### src/hw/rtl/etip_pkg.sv
// Shared types and constants for the elimination-tree inverse pattern block.
`default_nettype none
package etip_pkg;

    localparam int MAX_NODES_DEF = 32;
    localparam int NODE_W        = 5;
    localparam int PAR_W         = 6;
    localparam int CNT_W         = 6;
    localparam int PTR_W         = 10;
    localparam int STEP_W        = 4;

    // Status codes of a result
    localparam logic [1:0] STAT_OK         = 2'd0;
    localparam logic [1:0] STAT_BAD_PARENT = 2'd1;
    localparam logic [1:0] STAT_BAD_NODE   = 2'd2;

    // Input function codes
    localparam logic FUNC_LOAD  = 1'b0;
    localparam logic FUNC_QUERY = 1'b1;

    // Configuration register indexes
    localparam logic CFG_COUNT_DIAGONAL = 1'b0;
    localparam logic CFG_NODE_COUNT     = 1'b1;

    typedef logic [STEP_W-1:0] step_t;

    // Datapath action selected by one microcode word
    typedef enum logic [3:0] {
        ACT_NOP,
        ACT_FETCH,
        ACT_LOAD,
        ACT_ERR_NODE,
        ACT_QINIT,
        ACT_COUNT,
        ACT_QSUM,
        ACT_EMPTY,
        ACT_EMIT_DIAG,
        ACT_EMIT_WALK
    } act_t;

    // Jump condition of one microcode word
    typedef enum logic [2:0] {
        C_NEVER,
        C_ALWAYS,
        C_BAD_NODE,
        C_QUERY,
        C_CUR_ROOT,
        C_CNT_ZERO,
        C_LAST
    } cond_t;

    typedef struct packed {
        act_t  act;
        cond_t cond;
        logic  stay;    // when the jump is not taken: 1 stay, 0 fall through
        step_t target;
    } uword_t;

    // Status from the datapath back to the sequencer
    typedef struct packed {
        logic bad_node;
        logic is_query;
        logic cur_root;
        logic cnt_zero;
        logic rem_one;
        logic diag;
        logic out_free;
        logic in_valid;
    } dp_flags_t;

    // Control from the sequencer to the datapath
    typedef struct packed {
        act_t act;
        logic go;
    } dp_ctrl_t;

endpackage
`default_nettype wire

### src/hw/rtl/etip_useq.sv
// Microcode store, step counter and jump logic of the sequencer.
`default_nettype none
module etip_useq (
    input  wire logic                clk,
    input  wire logic                rst_n,
    input  wire etip_pkg::dp_flags_t flags,
    output etip_pkg::dp_ctrl_t       ctrl
);
    import etip_pkg::*;

    // Program addresses
    localparam step_t ST_FETCH  = 4'd0;
    localparam step_t ST_CHKND  = 4'd1;
    localparam step_t ST_DISP   = 4'd2;
    localparam step_t ST_LOAD   = 4'd3;
    localparam step_t ST_QINIT  = 4'd4;
    localparam step_t ST_COUNT  = 4'd5;
    localparam step_t ST_QSUM   = 4'd6;
    localparam step_t ST_DIAG   = 4'd7;
    localparam step_t ST_WALK   = 4'd8;
    localparam step_t ST_ERRND  = 4'd9;
    localparam step_t ST_EMPTY  = 4'd10;

    localparam int DEPTH = 2 ** STEP_W;

    // Program: first pass counts the ancestor chain, second pass emits it
    localparam uword_t UCODE [DEPTH] = '{
        '{ACT_FETCH,     C_NEVER,    1'b0, ST_FETCH},
        '{ACT_NOP,       C_BAD_NODE, 1'b0, ST_ERRND},
        '{ACT_NOP,       C_QUERY,    1'b0, ST_QINIT},
        '{ACT_LOAD,      C_ALWAYS,   1'b0, ST_FETCH},
        '{ACT_QINIT,     C_NEVER,    1'b0, ST_FETCH},
        '{ACT_COUNT,     C_CUR_ROOT, 1'b1, ST_QSUM},
        '{ACT_QSUM,      C_CNT_ZERO, 1'b0, ST_EMPTY},
        '{ACT_EMIT_DIAG, C_LAST,     1'b0, ST_FETCH},
        '{ACT_EMIT_WALK, C_LAST,     1'b1, ST_FETCH},
        '{ACT_ERR_NODE,  C_ALWAYS,   1'b0, ST_FETCH},
        '{ACT_EMPTY,     C_ALWAYS,   1'b0, ST_FETCH},
        '{ACT_NOP,       C_ALWAYS,   1'b0, ST_FETCH},
        '{ACT_NOP,       C_ALWAYS,   1'b0, ST_FETCH},
        '{ACT_NOP,       C_ALWAYS,   1'b0, ST_FETCH},
        '{ACT_NOP,       C_ALWAYS,   1'b0, ST_FETCH},
        '{ACT_NOP,       C_ALWAYS,   1'b0, ST_FETCH}
    };

    step_t  step_reg;
    step_t  step_next;
    uword_t word;
    logic   emits;
    logic   stall;
    logic   taken;

    assign word = UCODE[step_reg];

    // Steps that load the output register wait for it to be free
    always_comb
    begin
        emits = (word.act == ACT_LOAD) || (word.act == ACT_ERR_NODE) ||
                (word.act == ACT_EMPTY) || (word.act == ACT_EMIT_WALK) ||
                ((word.act == ACT_EMIT_DIAG) && flags.diag);
        stall = ((word.act == ACT_FETCH) && !flags.in_valid) ||
                (emits && !flags.out_free);
    end

    // Jump condition
    always_comb
    begin
        unique case (word.cond)
            C_NEVER:    taken = 1'b0;
            C_ALWAYS:   taken = 1'b1;
            C_BAD_NODE: taken = flags.bad_node;
            C_QUERY:    taken = flags.is_query;
            C_CUR_ROOT: taken = flags.cur_root;
            C_CNT_ZERO: taken = flags.cnt_zero;
            C_LAST:     taken = emits && flags.rem_one;
            default:    taken = 1'b0;
        endcase
    end

    // Next step
    always_comb
    begin
        priority if (stall)
            step_next = step_reg;
        else if (taken)
            step_next = word.target;
        else if (word.stay)
            step_next = step_reg;
        else
            step_next = step_reg + step_t'(1);
    end

    always_ff @(posedge clk or negedge rst_n)
    begin
        if (!rst_n)
            step_reg <= ST_FETCH;
        else
            step_reg <= step_next;
    end

    assign ctrl.act = word.act;
    assign ctrl.go  = !stall;

endmodule
`default_nettype wire

### src/hw/rtl/etip_dp.sv
// Datapath: item latch, parent and depth stores, counters and output register.
`default_nettype none
module etip_dp #(
    parameter int MAX_NODES = etip_pkg::MAX_NODES_DEF
) (
    input  wire logic                             clk,
    input  wire logic                             rst_n,
    input  wire etip_pkg::dp_ctrl_t               ctrl,
    output etip_pkg::dp_flags_t                   flags,
    input  wire logic                             in_valid,
    input  wire logic                             func,
    input  wire logic [etip_pkg::NODE_W-1:0]      node,
    input  wire logic signed [etip_pkg::PAR_W-1:0] parent,
    input  wire logic                             cfg_valid,
    input  wire logic                             cfg_index,
    input  wire logic [etip_pkg::CNT_W-1:0]       cfg_data,
    output logic                                  out_valid,
    input  wire logic                             out_ready,
    output logic [etip_pkg::NODE_W-1:0]           row_index,
    output logic                                  row_valid,
    output logic [etip_pkg::CNT_W-1:0]            column_count,
    output logic [etip_pkg::PTR_W-1:0]            column_end,
    output logic                                  last,
    output logic [1:0]                            status
);
    import etip_pkg::*;

    localparam int IW = (MAX_NODES > 1) ? $clog2(MAX_NODES) : 1;
    localparam logic [PAR_W:0] MAX_W = (PAR_W + 1)'(MAX_NODES);
    localparam logic [PAR_W-1:0] NO_PARENT = '1;
    localparam logic [CNT_W-1:0] CNT_SAT = '1;
    localparam logic [PTR_W-1:0] PTR_SAT = '1;

    // Configuration registers
    logic             diag_reg;
    logic [CNT_W-1:0] ncount_reg;

    // Latched item
    logic               func_reg;
    logic [NODE_W-1:0]  node_reg;
    logic [PAR_W-1:0]   par_reg;

    // Stores
    logic [PAR_W-1:0] parent_store [MAX_NODES];
    logic [CNT_W-1:0] depth_store  [MAX_NODES];

    // Walk state
    logic [PAR_W-1:0] cur_reg;
    logic [CNT_W-1:0] cnt_reg;
    logic [CNT_W-1:0] rem_reg;
    logic [PTR_W-1:0] ptr_reg;

    // Output register
    logic               out_valid_reg;
    logic [NODE_W-1:0]  row_reg;
    logic               rvalid_reg;
    logic [CNT_W-1:0]   ccount_reg;
    logic [PTR_W-1:0]   cend_reg;
    logic               last_reg;
    logic [1:0]         status_reg;

    logic [PAR_W:0]   limit;
    logic             bad_node;
    logic             par_root;
    logic             bad_par;
    logic [CNT_W:0]   dsum;
    logic [CNT_W-1:0] dnew;
    logic [PTR_W:0]   psum;
    logic [PTR_W-1:0] pnew;
    logic [PAR_W-1:0] par_of_node;
    logic [PAR_W-1:0] par_of_cur;
    logic             out_free;
    logic             act_go;
    logic             emit_now;

    // Range checks
    always_comb
    begin
        limit    = ((PAR_W + 1)'(ncount_reg) > MAX_W) ? MAX_W : (PAR_W + 1)'(ncount_reg);
        bad_node = (PAR_W + 1)'(node_reg) >= limit;
        par_root = par_reg[PAR_W-1];
        bad_par  = !par_root && ((par_reg <= PAR_W'(node_reg)) ||
                                 ((PAR_W + 1)'(par_reg) >= limit));
    end

    // New column count of a load, saturating
    always_comb
    begin
        dsum = (CNT_W + 1)'(depth_store[IW'(par_reg[NODE_W-1:0])]) + (CNT_W + 1)'(1);
        if (par_root)
            dnew = CNT_W'(diag_reg);
        else if (dsum[CNT_W])
            dnew = CNT_SAT;
        else
            dnew = dsum[CNT_W-1:0];
    end

    // Running pointer, saturating
    always_comb
    begin
        psum = (PTR_W + 1)'(ptr_reg) + (PTR_W + 1)'(cnt_reg);
        pnew = psum[PTR_W] ? PTR_SAT : psum[PTR_W-1:0];
    end

    // Single read port into the parent store per use
    assign par_of_node = parent_store[IW'(node_reg)];
    assign par_of_cur  = parent_store[IW'(cur_reg)];

    assign out_free = !out_valid_reg || out_ready;
    assign act_go   = ctrl.go;

    // Steps that load the output register
    always_comb
    begin
        emit_now = act_go && ((ctrl.act == ACT_LOAD) || (ctrl.act == ACT_ERR_NODE) ||
                              (ctrl.act == ACT_EMPTY) || (ctrl.act == ACT_EMIT_WALK) ||
                              ((ctrl.act == ACT_EMIT_DIAG) && diag_reg));
    end

    always_comb
    begin
        flags.bad_node = bad_node;
        flags.is_query = (func_reg == FUNC_QUERY);
        flags.cur_root = cur_reg[PAR_W-1];
        flags.cnt_zero = (cnt_reg == '0);
        flags.rem_one  = (rem_reg == CNT_W'(1));
        flags.diag     = diag_reg;
        flags.out_free = out_free;
        flags.in_valid = in_valid;
    end

    always_ff @(posedge clk or negedge rst_n)
    begin
        if (!rst_n)
        begin
            diag_reg      <= 1'b1;
            ncount_reg    <= CNT_W'(32);
            func_reg      <= FUNC_LOAD;
            node_reg      <= '0;
            par_reg       <= '0;
            cur_reg       <= NO_PARENT;
            cnt_reg       <= '0;
            rem_reg       <= '0;
            ptr_reg       <= '0;
            out_valid_reg <= 1'b0;
            row_reg       <= '0;
            rvalid_reg    <= 1'b0;
            ccount_reg    <= '0;
            cend_reg      <= '0;
            last_reg      <= 1'b0;
            status_reg    <= STAT_OK;
            for (int i = 0; i < MAX_NODES; i++)
            begin
                parent_store[i] <= NO_PARENT;
                depth_store[i]  <= '0;
            end
        end
        else
        begin
            // Configuration writes
            if (cfg_valid)
            begin
                unique case (cfg_index)
                    CFG_COUNT_DIAGONAL: diag_reg   <= cfg_data[0];
                    CFG_NODE_COUNT:     ncount_reg <= cfg_data;
                    default:            ncount_reg <= ncount_reg;
                endcase
            end

            // Output register loads on an emitting step, drains on transfer
            if (emit_now)
                out_valid_reg <= 1'b1;
            else if (out_ready)
                out_valid_reg <= 1'b0;

            if (act_go)
            begin
                unique case (ctrl.act)
                    ACT_FETCH:
                    begin
                        func_reg <= func;
                        node_reg <= node;
                        par_reg  <= parent;
                    end
                    ACT_LOAD:
                    begin
                        row_reg       <= '0;
                        rvalid_reg    <= 1'b0;
                        cend_reg      <= '0;
                        last_reg      <= 1'b1;
                        if (bad_par)
                        begin
                            ccount_reg <= '0;
                            status_reg <= STAT_BAD_PARENT;
                        end
                        else
                        begin
                            parent_store[IW'(node_reg)] <= par_root ? NO_PARENT : par_reg;
                            depth_store[IW'(node_reg)]  <= dnew;
                            ptr_reg    <= '0;
                            ccount_reg <= dnew;
                            status_reg <= STAT_OK;
                        end
                    end
                    ACT_ERR_NODE:
                    begin
                        row_reg       <= '0;
                        rvalid_reg    <= 1'b0;
                        ccount_reg    <= '0;
                        cend_reg      <= '0;
                        last_reg      <= 1'b1;
                        status_reg    <= STAT_BAD_NODE;
                    end
                    ACT_QINIT:
                    begin
                        cnt_reg <= CNT_W'(diag_reg);
                        cur_reg <= par_of_node;
                    end
                    ACT_COUNT:
                    begin
                        if (!cur_reg[PAR_W-1])
                        begin
                            cnt_reg <= cnt_reg + CNT_W'(1);
                            cur_reg <= par_of_cur;
                        end
                    end
                    ACT_QSUM:
                    begin
                        ptr_reg <= pnew;
                        rem_reg <= cnt_reg;
                        cur_reg <= par_of_node;
                    end
                    ACT_EMPTY:
                    begin
                        row_reg       <= '0;
                        rvalid_reg    <= 1'b0;
                        ccount_reg    <= '0;
                        cend_reg      <= ptr_reg;
                        last_reg      <= 1'b1;
                        status_reg    <= STAT_OK;
                    end
                    ACT_EMIT_DIAG:
                    begin
                        if (diag_reg)
                        begin
                            row_reg       <= node_reg;
                            rvalid_reg    <= 1'b1;
                            ccount_reg    <= cnt_reg;
                            cend_reg      <= ptr_reg;
                            last_reg      <= (rem_reg == CNT_W'(1));
                            status_reg    <= STAT_OK;
                            rem_reg       <= rem_reg - CNT_W'(1);
                        end
                    end
                    ACT_EMIT_WALK:
                    begin
                        row_reg       <= cur_reg[NODE_W-1:0];
                        rvalid_reg    <= 1'b1;
                        ccount_reg    <= cnt_reg;
                        cend_reg      <= ptr_reg;
                        last_reg      <= (rem_reg == CNT_W'(1));
                        status_reg    <= STAT_OK;
                        rem_reg       <= rem_reg - CNT_W'(1);
                        cur_reg       <= par_of_cur;
                    end
                    ACT_NOP:
                    begin
                        cur_reg <= cur_reg;
                    end
                    default:
                    begin
                        cur_reg <= cur_reg;
                    end
                endcase
            end
        end
    end

    assign out_valid    = out_valid_reg;
    assign row_index    = row_reg;
    assign row_valid    = rvalid_reg;
    assign column_count = ccount_reg;
    assign column_end   = cend_reg;
    assign last         = last_reg;
    assign status       = status_reg;

endmodule
`default_nettype wire

### src/hw/rtl/etree_inverse_pattern_top.sv
// Top level of the elimination-tree inverse pattern block.
// A load stores one node's parent (negative means root) and its column count,
// and answers with one result; load nodes from highest to lowest. A query emits
// the column's rows: the diagonal when count_diagonal is 1, then each ancestor
// up to the root, every result carrying the column count and the running
// column-end pointer (cleared by each good load). Items are handled one at a
// time under a small microcoded sequencer. A query walks the ancestor chain
// twice, once to count it and once to emit it. Results sit in an output
// register, so a stalled consumer holds the walk. Configuration is accepted
// every cycle.
`default_nettype none
module etree_inverse_pattern_top #(
    parameter int MAX_NODES = etip_pkg::MAX_NODES_DEF
) (
    input  wire logic                              clk,
    input  wire logic                              rst_n,
    input  wire logic                              in_valid,
    output logic                                   in_ready,
    input  wire logic                              func,
    input  wire logic [etip_pkg::NODE_W-1:0]       node,
    input  wire logic signed [etip_pkg::PAR_W-1:0] parent,
    output logic                                   out_valid,
    input  wire logic                              out_ready,
    output logic [etip_pkg::NODE_W-1:0]            row_index,
    output logic                                   row_valid,
    output logic [etip_pkg::CNT_W-1:0]             column_count,
    output logic [etip_pkg::PTR_W-1:0]             column_end,
    output logic                                   last,
    output logic [1:0]                             status,
    input  wire logic                              cfg_valid,
    output logic                                   cfg_ready,
    input  wire logic                              cfg_index,
    input  wire logic [etip_pkg::CNT_W-1:0]        cfg_data
);
    import etip_pkg::*;

    dp_flags_t flags;
    dp_ctrl_t  ctrl;

    // Only the fetch step takes an input transfer
    assign in_ready  = (ctrl.act == ACT_FETCH);
    assign cfg_ready = 1'b1;

    etip_useq u_useq (
        .clk   (clk),
        .rst_n (rst_n),
        .flags (flags),
        .ctrl  (ctrl)
    );

    etip_dp #(
        .MAX_NODES (MAX_NODES)
    ) u_dp (
        .clk          (clk),
        .rst_n        (rst_n),
        .ctrl         (ctrl),
        .flags        (flags),
        .in_valid     (in_valid),
        .func         (func),
        .node         (node),
        .parent       (parent),
        .cfg_valid    (cfg_valid),
        .cfg_index    (cfg_index),
        .cfg_data     (cfg_data),
        .out_valid    (out_valid),
        .out_ready    (out_ready),
        .row_index    (row_index),
        .row_valid    (row_valid),
        .column_count (column_count),
        .column_end   (column_end),
        .last         (last),
        .status       (status)
    );

endmodule
`default_nettype wire
### config.mk
export PLATFORM = sky130hd
export DESIGN_NAME = etree_inverse_pattern_top
export DESIGN_NICKNAME = d
export VERILOG_FILES = /design/src/hw/rtl/etip_pkg.sv /design/src/hw/rtl/etip_useq.sv /design/src/hw/rtl/etip_dp.sv /design/src/hw/rtl/etree_inverse_pattern_top.sv
export SDC_FILE = /design/constraint.sdc
export NUM_CORES = 1
export LEC_CHECK = 0
export BUFFER_PORTS_ARGS = -buffer_cell sky130_fd_sc_hd__buf_2
export CAP_MARGIN = 20
export CORE_UTILIZATION = 49
export CTS_BUF_LIST = sky130_fd_sc_hd__clkbuf_2 sky130_fd_sc_hd__clkbuf_4 sky130_fd_sc_hd__clkbuf_8
export CTS_CLUSTER_DIAMETER = 120
export DETAILED_ROUTE_END_ITERATION = 6
export PLACE_DENSITY = 0.7
export SLEW_MARGIN = 20
export SYNTH_ARGS = -nofsm -noshare
export SYNTH_HDL_FRONTEND = slang
export SYNTH_SLANG_ARGS = --single-unit
### constraint.sdc
create_clock -name clk -period 4.5 [get_ports clk]
set_input_delay 0.225 -clock clk [delete_from_list [all_inputs] [get_ports clk]]
set_output_delay 0.225 -clock clk [all_outputs]
set_load 0.01 [all_outputs]
* Word-level counts from Yosys, hierarchy flattened
Memory sizes are Yosys's and may differ from the RTL's.
Cells that the tools add are included.
** Cells by class
- Shifts and indexed selects :: 0
- Equal/unequal tests :: 20
- Reductions and logical operators :: 48
- Order comparisons :: 9
- Mux-type cells :: 47
- Multiply operators :: 0
- Bitwise gates (word level) :: 7
- Add/sub/neg operators :: 5
- Div/mod/pow operators :: 0
** Operators with widths (count)
- $bwmux W192 :: 2
- $mux W6 :: 16
- $bmux W6 S5 :: 3
- $pmux W6 S3 :: 2
- $demux W6 S5 :: 1
- $mux W10 :: 3
- $pmux W10 S3 :: 1
- $reduce_and A3 Y1 :: 9
- $mux W12 :: 2
- $pmux W6 S4 :: 1
- $pmux W10 S2 :: 1
- $ge A6 B6 Y1 const B :: 3
- $not A5 Y6 :: 3
- $eq A4 B3 Y1 const B :: 4
- $pmux W5 S3 :: 1
- $pmux W6 S2 :: 1
- $reduce_bool A3 Y1 :: 4
- $add A10 B6 Y11 :: 1
- $reduce_and A2 Y1 :: 5
- $eq A3 B3 Y1 const B :: 3
- $eq A4 B2 Y1 const B :: 2
- $eq A4 B4 Y1 const B :: 2
- $mux W4 :: 2
- $pmux W2 S4 :: 1
- 31 further kinds :: 63
** Storage, ports and cells
- Bits of input ports :: 24
- Bits in latches :: 0
- Output and inout bits :: 28
- Bits in read-only memories :: 192
- Memories kept :: 1
- Logic and storage cells :: 219
- Bits in registers :: 461
- RAM bits :: 0
** Memory list
- (no name shown) :: words 16, bits a word 12, read ports 1, clocked after Yosys merged registers in 0, write ports 0, RTL line etip_useq.sv:53 : assign word = UCODE[step_reg];

* Longest topological paths before layout
- Word-level depth :: 14
- Depth in mapped cells :: 17
- Depth with buffers taken out :: 11

* By module
A second synthesis with hierarchy kept.
** Second synthesis, totals
- Cells, all modules :: 2185
- Area total of the unflattened synthesis :: 24103.1 µm²
** Modules (own cells, without submodules)
- etip_dp :: cells each 2077, area an instance 23217.3 µm², instances 1, sequential area each 11686.2 µm²
- etip_useq :: cells each 105, area an instance 859.6 µm², instances 1, sequential area each 100.1 µm²
- etree_inverse_pattern_top :: cells each 3, area an instance 26.3 µm², instances 1, sequential area each 0.0 µm²

* Worst setup path before layout
Ideal clock, no wire load.
- Path kind :: register to register
- Start :: register u_dp.node_reg[1]
- End :: register u_dp.depth_store[13] (netlist bit)
- Setup slack :: 979 ps
- Library setup time :: 125 ps
- Clock period less this slack :: 3521 ps
- Cell stages (with the launch flop) :: 11
- Arrival :: 3396 ps
- Buffers on the path :: 2
- Data required time :: 4375 ps
- Path through :: dfrtp_1 -> inv_1 -> buf_1 -> ha_1 -> a31o_2 -> a31oi_1 -> a2bb2oi_1 -> nand2_4 -> buf_6 -> nor4_4 -> mux2_2
** Between the ends
- Word-level cells in the longest chain between the ends :: 6
- Elaborated cells between the ends (all ways) :: 12
- Those cells by class :: order compare (3); mux (3); bitwise (2); reduce/logical (4)
** Ends and longest elaborated chain
- start, declared :: RTL line etip_dp.sv:40 : logic [NODE_W-1:0] node_reg;
- start signal, assigned :: RTL line etip_dp.sv:182 : node_reg <= node;
- $not A5 Y6 (implied by the code) :: RTL line etip_dp.sv:199 : depth_store[IW'(node_reg)] <= dnew;
- $ge A6 B6 Y1 (implied by the code) or $lt A6 B1 Y1 (tied branches) :: RTL line etip_dp.sv:199
- $logic_and A1 B1 Y1 (implied by the code) :: RTL line etip_dp.sv:199
- $mux W6 (implied by the code) :: RTL line etip_dp.sv:199
- $demux W6 S5 :: RTL line etip_dp.sv:199
- $bwmux W192 :: RTL line etip_dp.sv:199
- end signal, assigned by index :: RTL line etip_dp.sv:199
- end, declared :: RTL line etip_dp.sv:45 : logic [CNT_W-1:0] depth_store [MAX_NODES];
Parallel ways exist; a longest one is shown, timed or not.
A chain may end at the register's enable or synchronous reset.

* Worst setup path in the final report
- Start :: register u_useq.step_reg[2]
- End :: register u_dp.cur_reg[4]
** Between the ends
- Word-level cells in the longest chain between the ends :: 13
- Elaborated cells between the ends (all ways) :: 27
- Those cells by class :: eq/ne (10); mux (3); bitwise (2); reduce/logical (11); memory (1)
** Ends and longest elaborated chain
- start, declared :: RTL line etip_useq.sv:46 : step_t step_reg;
- start signal, assigned :: RTL line etip_useq.sv:98 : step_reg <= step_next;
- $not A4 Y5 (implied by the code) (*) :: RTL line etip_useq.sv:53
- $mem_v2 Z16 W12 (*)
- $mux W12 (implied by the code) (*) (2 in series) :: RTL line etip_useq.sv:53
- $eq A4 B2 Y1 :: RTL line etip_useq.sv:58 : emits = (word.act == ACT_LOAD) || (word.act == ACT_ERR_NODE) ||
- $logic_or A1 B1 Y1 (2 in series) :: RTL line etip_useq.sv:58
- $logic_or A1 B1 Y1 (2 in series) :: RTL line etip_useq.sv:59 : (word.act == ACT_EMPTY) || (word.act == ACT_EMIT_WALK) ||
- $logic_and A1 B1 Y1 :: RTL line etip_useq.sv:62 : (emits && !flags.out_free);
- $logic_or A1 B1 Y1 :: RTL line etip_useq.sv:61 : stall = ((word.act == ACT_FETCH) && !flags.in_valid) ||
- $not A1 Y1 (no source line)
- $reduce_and A3 Y1 (no source line)
- end signal, assigned :: RTL line etip_dp.sv:217 : cur_reg <= par_of_node;
- end signal, assigned :: RTL line etip_dp.sv:224 : cur_reg <= par_of_cur;
- end signal, assigned :: RTL line etip_dp.sv:231 : cur_reg <= par_of_node;
- end, declared :: RTL line etip_dp.sv:48 : logic [PAR_W-1:0] cur_reg;
Every way passes the cells marked *; elsewhere a longest branch is shown, timed or not. The select of a mux whose other input is x is not followed.

==> results.cfg <==
[synth]
synth_nets = 2074
synth.yosys.warnings = 0
synth_top_flop_cell = dfrtp_1
ys_seq_elements = 461
synth.distinct_cells = 84
avgSynthCellArea_um2 = 12.1
synthesis.area_um2 = 24300
ys_async_sr_fraction_pct = 100
yosysSeqAreaShare_pct = 48.5
synth_edf_count = 0
syn_inst = 2015

[cts]
ctsResizeCount = 0
cts_tree = built
cts.root.buffer_cell = clkbuf_8
cts_setup_buffers = 0
clock_path_buffers = 3
insertion_delay_ps = 660
cts_made_buffers = 76
cts.reportedPaths.clkPinSlew_ps = 60
cts.sinks = 461
h-tree-depth = 3

[global_routing]
busiest_layer = met2
grt_pass1_wl_um = 103000
grt-ovfl-total = 0
grt_pass1_vias = 17700
antenna_found_initial = 1
grt_max_degree = 130
use_met1_pct = 35.7
grt.met2_usage_pct = 42.2
grt_usage_pct = 26.4
grtUsageMet3_pct = 5.37

[final_layout]
area_growth_pct = 12.1
postLayoutCoreUtil_pct = 55.7
drive_above_1_share_pct = 38.7
instances_no_fill = 2830
final_common_cell = dfrtp_1
fillers = 3931
final_nets = 2175
diodes = 0
final_cell_mix = dfrtp_1, a21oi_1, nor2_1
top_regs = u_dp.depth_store x192, u_dp.parent_store x192

[pwr]
power_density_nw_per_um2 = 701
p_comb_share_pct = 43.0
pwr-share-clk_pct = 19.8
peakVddDrop_v = 0.000343
p_int_mw = 11.3
p_seq_share_pct = 37.2
p_leak_nw = 11.6
power.switching_mw = 7.75
switching_share_pct = 40.6

[worst_setup_path]
criticalPathCategory = reg2reg
worst-r2r-setup-slack_ps = 580
endpoint_kind = flop
r2r_cells = 9
arrival_ps = 4440
cp_data_required_time_ps = 5020
startpoint_type = flop
crit_fanout = 22

[outcome]
status = finished clean

[worst_hold_path]
min_path_type = in2reg
whs_path_depth = 3

[detailed_routing]
dr_total_vias = 17200
ant_nets = 0
drc = 0
drt-vias-per-instance = 6.08
post_drt_wl_per_cell_um = 22.8
wl_um = 64600
drt_iter0_drc = 1568
drtPass1Iterations = 5

[sta]
final-max-slew-violation-count = 0
setup_violations = 0
period_share_pct = 87.2
hold_viol_final = 0
slew-limit-headroom_pct = 33.4
tightestPinTransition_ps = 999
grt_setup_unrepaired = no
final.setup.tns_ps = 0
clock.fmax_mhz = 255
worst_hold_slack_ps = 47.7
skew_ps = 29.4
min_period_ps = 3920
final.setup.worst_slack_ps = 576

[place]
post-place-ws_ps = 670
dp.cells = 2680
gp_congestion = 0.907
io_buffers = 50
dp_hpwl_um = 43800

[floorplan]
io_pins = 52
die-area_um2 = 50500
die_h_um = 225
start_util_pct = 49.6
fp.dieW_um = 225
std_cell_rows = 81
core_um2 = 49000

[run]
drv_cap = 0
==> kinds of logic (layout without fill, tap and decap cells) <==
logic type | after synthesis | in the layout | share of synthesized area (%)
other | 1 | 1 | 0.0154
and+or+nand+nor | 481 | 481 | 10.3
DFF | 461 | 461 | 48.5
AOI/OAI and AO/OA | 435 | 435 | 10.7
adders and majority gates | 35 | 35 | 1.83
muxes | 392 | 392 | 24.2
xor gates and xnor gates | 5 | 5 | 0.180
buffers and inverters | 205 | 356 | 4.26
==> power groups by stage <==
| stage | clock network, mW | logic [mW] | registers [mW] |
|---|---|---|---|
| floorplan | 0 | 6.18 | 6.45 |
| global placement | 0 | 7.84 | 7.03 |
| detailed placement | 0 | 8.04 | 7.12 |
| CTS | 3.86 | 8.09 | 7.07 |
| global route | 4.05 | 8.83 | 7.27 |
| finish | 3.79 | 8.20 | 7.11 |
==> critical path, cell delays in order (launching register included) <==
cell       delay [ps]
dfrtp_1           660
ha_1              390
nor2b_1           160
o221ai_1          540
mux2i_1           160
o2bb2ai_1         280
a22oi_1           640
o21ai_1           550
o21ai_0           270
o21ai_0           130
==> path summary, 6_finish.rpt <==
check,endpoint,start
max in group asynchronous,u_dp.parent_store[146],rst_n
min reg2reg,u_dp.column_end[5],u_dp.column_end[5]
max reg2reg,u_dp.cur_reg[4],u_useq.step_reg[2]
max,u_dp.cur_reg[4],u_useq.step_reg[2]
min in group asynchronous,u_dp.ptr_reg[3],rst_n
min,u_dp.out_valid,out_ready
==> per-layer routing <==
| metal | part of all wire (%) | vias to the layer above |
|---|---|---|
| li1 | - | 7559 |
| met1 | 41 | 8819 |
| met2 | 48 | 707 |
| met3 | 7.5 | 125 |
| met4 | 2.8 | 0 |
| met5 | 0 | - |
==> cells in the mapped netlist (all sizes together) (52+ instances only) <==
| library cell | count | area share [%] |
|---|---|---|
| inv | 52 | 0.80 |
| a21oi | 227 | 4.7 |
| dfstp | 200 | 22 |
| mux2i | 91 | 3.7 |
| buf | 76 | 2.3 |
| mux2 | 172 | 8.4 |
| dfrtp | 261 | 27 |
| mux4 | 129 | 12 |
| nand2 | 113 | 1.8 |
| nor2 | 232 | 3.7 |
| clkbuf | 77 | 1.2 |
| o21ai | 74 | 1.5 |
==> what timing repair did <==
item | in CTS | in global routing
hold endpoints to repair | 139 | 0
endpoints found under the setup margin | 0 | 0
hold buffers | 21 | 0
==> layout make-up <==
type                    count  area (µm²)  share of cell area, %
inverters                  52         195                  0.716
clock inverters             6        43.8                  0.161
flip-flops and latches    461       11800                   43.3
multi-input cells        1349       11500                   42.3
well taps                 664         831                   3.05
repair buffers            176        1340                   4.92
clock buffers             122        1500                   5.50
==> stage by stage <==
| stage | area [µm²] | power [mW] |
|---|---|---|
| floorplan | 24300 | 12.6 |
| global placement | 25500 | 14.9 |
| detailed placement | 25500 | 15.2 |
| CTS | 27200 | 19.0 |
| global route | 27200 | 20.1 |
| finish | 27200 | 19.1 |
Power figures use the tool's default switching activity.
